### src/design/ats_pkg.sv
// Shared constants for the alias table sampler: field widths, fixed-point
// scaling and operation codes. No dependencies.
package ats_pkg;

    localparam int FRAC_BITS       = 24;
    localparam int PROB_W          = 25;
    localparam int UNI_W           = 24;
    localparam int THR_W           = 25;
    localparam int IDX_W           = 6;
    localparam int CNT_W           = 7;
    localparam int SCALED_W        = 31;
    localparam int MAX_ENTRIES_DEF = 64;

    localparam logic [SCALED_W-1:0] ONE_FX = SCALED_W'(1) << FRAC_BITS;

    localparam logic OP_LOAD     = 1'b0;
    localparam logic OP_DRAW     = 1'b1;
    localparam logic KIND_REPORT = 1'b0;
    localparam logic KIND_DRAW   = 1'b1;

endpackage

### src/design/ats_ram_1r.sv
// Synchronous RAM with one write port and one registered read port.
// Depends on ats_pkg for default sizes.
module ats_ram_1r #(
    parameter int WIDTH  = ats_pkg::IDX_W,
    parameter int DEPTH  = ats_pkg::MAX_ENTRIES_DEF,
    localparam int AW    = (DEPTH > 1) ? $clog2(DEPTH) : 1
) (
    input  logic             i_clk,
    input  logic             i_we,
    input  logic [AW-1:0]    i_waddr,
    input  logic [WIDTH-1:0] i_wdata,
    input  logic [AW-1:0]    i_raddr,
    output logic [WIDTH-1:0] o_rdata
);

    logic [WIDTH-1:0] r_mem [DEPTH];
    logic [WIDTH-1:0] r_rdata;

    always_ff @(posedge i_clk) begin
        if (i_we) begin
            r_mem[i_waddr] <= i_wdata;
        end
        r_rdata <= r_mem[i_raddr];
    end

    assign o_rdata = r_rdata;

endmodule

### config.mk
export PLATFORM = sky130hd
export DESIGN_NAME = ats_ram_1r
export DESIGN_NICKNAME = d
export VERILOG_FILES = /design/src/design/ats_pkg.sv /design/src/design/ats_ram_1r.sv
export SDC_FILE = /design/constraint.sdc
export NUM_CORES = 1
export LEC_CHECK = 0
export ABC_AREA = 1
export BUFFER_PORTS_ARGS = -buffer_cell sky130_fd_sc_hd__buf_2
export CORE_ASPECT_RATIO = 0.9
export CORE_MARGIN = 2
export CORE_UTILIZATION = 55
export DETAILED_ROUTE_END_ITERATION = 10
export HOLD_SLACK_MARGIN = 0.05
export PLACE_DENSITY_LB_ADDON = 0.3
export SKIP_LAST_GASP = 1
export SLEW_MARGIN = 15
export SYNTH_ARGS = -nofsm -noshare
export SYNTH_HDL_FRONTEND = slang
export SYNTH_SLANG_ARGS = --single-unit
### constraint.sdc
create_clock -name i_clk -period 2.9 [get_ports i_clk]
set_clock_uncertainty 0.2 [all_clocks]
set_input_delay 0.145 -clock i_clk [delete_from_list [all_inputs] [get_ports i_clk]]
set_output_delay 0.145 -clock i_clk [all_outputs]
set_load 0.01 [all_outputs]
* Yosys cells after proc, flatten, opt, wreduce, memory -nomap -nowiden *
Memory sizes are Yosys's and may differ from the RTL's. A register that Yosys moved wholly into a read port is not among the register bits.
Cells that the tools add are included.

storage, ports and cells
  register bits after elaboration = 0
  RAM bits = 384
  bits of input ports = 20
  word-level logic and storage cells = 3
  memories kept = 1

memories
  memory  depth  width  rd ports  clocked after Yosys merged registers in  write ports  line              text
  r_mem   64     6      1         1                                        1            ats_ram_1r.sv:16  logic [WIDTH-1:0] r_mem [DEPTH];

cells by class
  mux-type cells = 2

operator list
  operator          number
  1-bit 2-to-1 mux  2

* Depth between registers and ports, before layout *
  depth in word-level cells = 2
  depth in mapped cells = 11
  depth with buffers taken out = 9

* Least setup slack after synthesis *
OpenSTA, ideal clock, no wires.

  path kind = input to register
  start = input port i_we
  end = memory r_mem[48][0] (netlist name), enable pin
  library setup time = 0.386 ns
  data arrival time = 1.328 ns
  data required time = 2.314 ns
  setup slack = 0.986 ns
  cell stages on the path = 3
  buffers on the path = 1
  cell sequence = clkbuf_1 -> nand4_1 -> nor4_1

on the way
  longest elaborated chain between the ends = 2

RTL lines
  what                                    line              text
  from (decl)                             ats_ram_1r.sv:9   input logic i_we,
  1-bit 2-to-1 mux                        ats_ram_1r.sv:20  if (i_we) begin
  1-bit 2-to-1 mux (not written as such)  ats_ram_1r.sv:21  r_mem[i_waddr] <= i_wdata;
  to (decl)                               ats_ram_1r.sv:16

Every way passes these cells.

==> summary.md <==
| Metric | Value |
|---|---|
| Status | `finished, final reports clean` |
| Drt total wl | `39.0 mm` |
| Critical Path Max Stage Delay | `approximately 0.56 ns` |
| Number of global-route vias before repair | `between 10000 and 15000` |
| Sequential share of power | `0.528` |
| Ys flop type | `edfxtp_1` |
| Max_cap viols | `0` |
| Pleak | `0.00649 uW` |
| Root buf cell | `clkbuf_16` |
| Worst slew margin | `0.319` |
| Fmax | `just under 0.4 GHz` |
| Initial antenna violation count | `1` |
| DIE WIDTH | `roughly 180 um` |
| FF-to-FF path depth | `10` |
| DRC errors left | `0` |
| Setup crit start kind | `register` |
| CP max FO | `1` |
| DR pass1 iterations | `5` |
| Syn Nets | `1396` |
| Switching power share of the total | `0.216` |
| Sequential fraction of the synthesis area | `0.731` |
| Int Pwr | `~9300 uW` |
| Final #Nets | `between 1000 and 1500` |
| Clock Latency Late Sink | `0.53 ns` |
| Crit path required time | `a little over 3 ns` |
| DRT iter0 DRCs | `1451` |
| CTS tree | `yes` |
| Slew Limit Fails | `0` |
| I/O pin count | `26` |
| Clk pwr share | `0.409` |
| Fin crit share | `0.884` |
| Final setup violation count | `0` |
| Final Hold Fails | `0` |
| ANT nets after route | `0` |
| Clk sinks | `390` |
| Asr flop ratio synth | `0` |
| Worst slew pin tran | `1.02 ns` |
| Post-DP HPWL | `22.6 mm` |
| WP data arrival | `about 2.8 ns` |
| TNS Setup | `0 ns` |
| CTS max path bufs | `3` |
| Average wire per cell in the routed design | `about 22 um` |
| Worst Hold Depth | `6` |
| Top cell type by total area after synthesis | `edfxtp_1` |
| Area Growth Syn to Fin | `12.3%` |
| Largest net degree at the start of global routing | `about 150` |
| Gr ovfl total | `0` |
| Netlist cell types | `14` |
| Top cells by count, synth | `nand2_1, edfxtp_1, nand3_1` |
| Die footprint | `between 30000 and 40000 um^2` |
| Worst reg-to-reg setup slack | `0.34 ns` |
| FILL cells | `2218` |
| Crit end category | `register` |
| GRT Util Overall | `0.260` |
| Cell Pwr Density | `roughly 660 nW/um^2` |
| CTS Buf Count | `40` |
| Post-synth EDFFs | `384` |
| Synth warn | `0` |
| First-pass GRT wire length | `~60 mm` |
| Yosys reg bits | `between 300 and 400` |
| WS Path Type | `reg -> reg` |
| Worst hold start | `i_raddr[3]` |
| Worst path slowest cell | `dlygate4sd3_1` |
| Cells after Synth | `~1400` |
| Number of I/O port buffers | `25` |
| Layout cells sized above 1 | `0.0854` |
| Postcts setup bufs | `0` |
| Worst-path clk slew | `roughly 0.060 ns` |
| Final Power | `about 12000 uW` |
| Synthesized area | `15900 um^2` |
| Most common cell in the netlist | `nand2_1` |
| Core box area | `about 29000 um^2` |
| Vias per cell | `between 5 and 6` |
| Reg-to-reg endpoint | `o_rdata[1]` |
| RSZ-0062 raised after global routing | `no` |
| Initial Util | `0.555` |
| Mean Syn Cell Area | `~12 um^2` |
| NetSw | `between 2000 and 3000 uW` |
| Launch point of the worst reg-to-reg path | `r_mem[47][1]` |
| Die height | `roughly 170 um` |
| Multi-input gate area | `around 3800 um^2` |
| Total number of vias | `10800` |
| CTS H-Tree Depth | `2` |
| Critical Path, Cell by Cell | `nand2_1 -> nand3_1 -> nand3_1 -> nand2_1 -> nand2_1 -> nand3_1 -> nand3_1 -> dlygate4sd3_1 -> nand2_1 -> dlygate4sd3_1` |
| Register area | `approximately 12000 um^2` |
| Worst VDD drop | `approximately 370 uV` |
| Period minus WS final | `approximately 2.6 ns` |
| Area contributors post-synth | `edfxtp_1, nand2_1, nand3_1` |
| Row count | `59` |
| Top cell type's share of synthesized area | `0.724` |
| Hold Path Class | `in -> reg` |
| Hold Crit Endpoint | `o_rdata[5]` |
| Routability cong. | `0.894` |
| Combinational power share | `0.063` |
[repair_timing]
action | CTS | global route
endpoints found under the hold margin | 111 | 0
gates resized for setup | 0 | 0
hold buffers | 11 | 0
[final cells by class]
class                           count  area share
Sequential cell                   390       0.651
Antenna cell                        1    0.000140
Timing Repair Buffer               83      0.0404
Multi-Input combinational cell    890       0.212
Inverter                           12     0.00266
Tap cell                          366      0.0256
Clock inverter                     13     0.00811
Clock buffer                       52      0.0597
[worst max-delay path, delay by kind of cell (launching register included)]
kind / cells / cell delay, ns
buf+inv: 2 / 1.11
flops: 1 / 0.36
simple gates: 8 / 0.77
[cells in the final DEF (no fill, tap or decap)]
master | synthesis | routed
buf_12 | 0 | 10
buf_2 | 43 | 23
buf_4 | 16 | 38
buf_6 | 1 | 1
bufinv_16 | 0 | 3
clkbuf_1 | 15 | 11
clkbuf_16 | 0 | 41
clkinv_1 | 0 | 5
clkinv_2 | 0 | 4
clkinv_8 | 0 | 1
dfxtp_1 | 6 | 6
diode_2 | 0 | 1
dlygate4sd3_1 | 0 | 11
edfxtp_1 | 384 | 384
inv_1 | 10 | 10
inv_2 | 2 | 1
inv_4 | 0 | 1
nand2_1 | 486 | 486
nand3_1 | 331 | 331
nand4_1 | 9 | 9
nor2_1 | 56 | 56
nor4_1 | 8 | 8
[layer usage]
metal / share of wire / track usage
met3: 0.094 / 0.0395
met5: 0 / 0
met1: 0.41 / 0.374
met4: 0.027 / 0.0855
met2: 0.47 / 0.414
[power by group through the flow]
stage | registers [uW] | clock network (uW) | logic [uW]
after detailed placement | 6380 | 0 | 723
after global placement | 6380 | 0 | 713
after global routing | 6260 | 5080 | 816
after CTS | 6260 | 4890 | 740
after floorplan | 6370 | 0 | 415
final | 6260 | 4850 | 745
[through the flow]
step | setup WS (ns) | hold WS (ns) | instances | utilization | cell area, um^2
floorplan | 0.986 | 0.0439 | 1376 | - | 15900
global placement | 0.805 | 0.319 | 1730 | 0.577 | 16600
detailed placement | 0.772 | 0.296 | 1730 | 0.577 | 16600
CTS | 0.374 | 0.0755 | 1806 | 0.623 | 17900
global route | 0.242 | 0.113 | 1807 | 0.623 | 17900
finish | 0.336 | 0.0968 | 1807 | 0.623 | 17900
[registers in the layout (all words and copies together) (netlist names)]
register,count
o_rdata,6
r_mem,384
[worst max path at each step]
stage | depth (start not counted) | end | slack, ns | startpoint
finish | 10 | o_rdata[1] | 0.34 | r_mem[47][1]
global route | 10 | o_rdata[1] | 0.24 | r_mem[47][1]
CTS | 10 | o_rdata[1] | 0.37 | r_mem[47][1]
detailed placement | 4 | r_mem[30][1] | 0.77 | i_waddr[5]
global placement | 4 | r_mem[30][1] | 0.80 | i_waddr[5]
floorplan | 3 | r_mem[48][0] | 0.99 | i_we
[logic make-up (layout without fill, tap and decap cells)]
group	Yosys count	count (layout)	synth area share
AND/OR/NAND/NOR	890	890	0.238
flip-flops	390	390	0.731
buffers and inverters	96	160	0.0302
other	0	1	0
No activity file was read; power rests on OpenSTA's default activity.
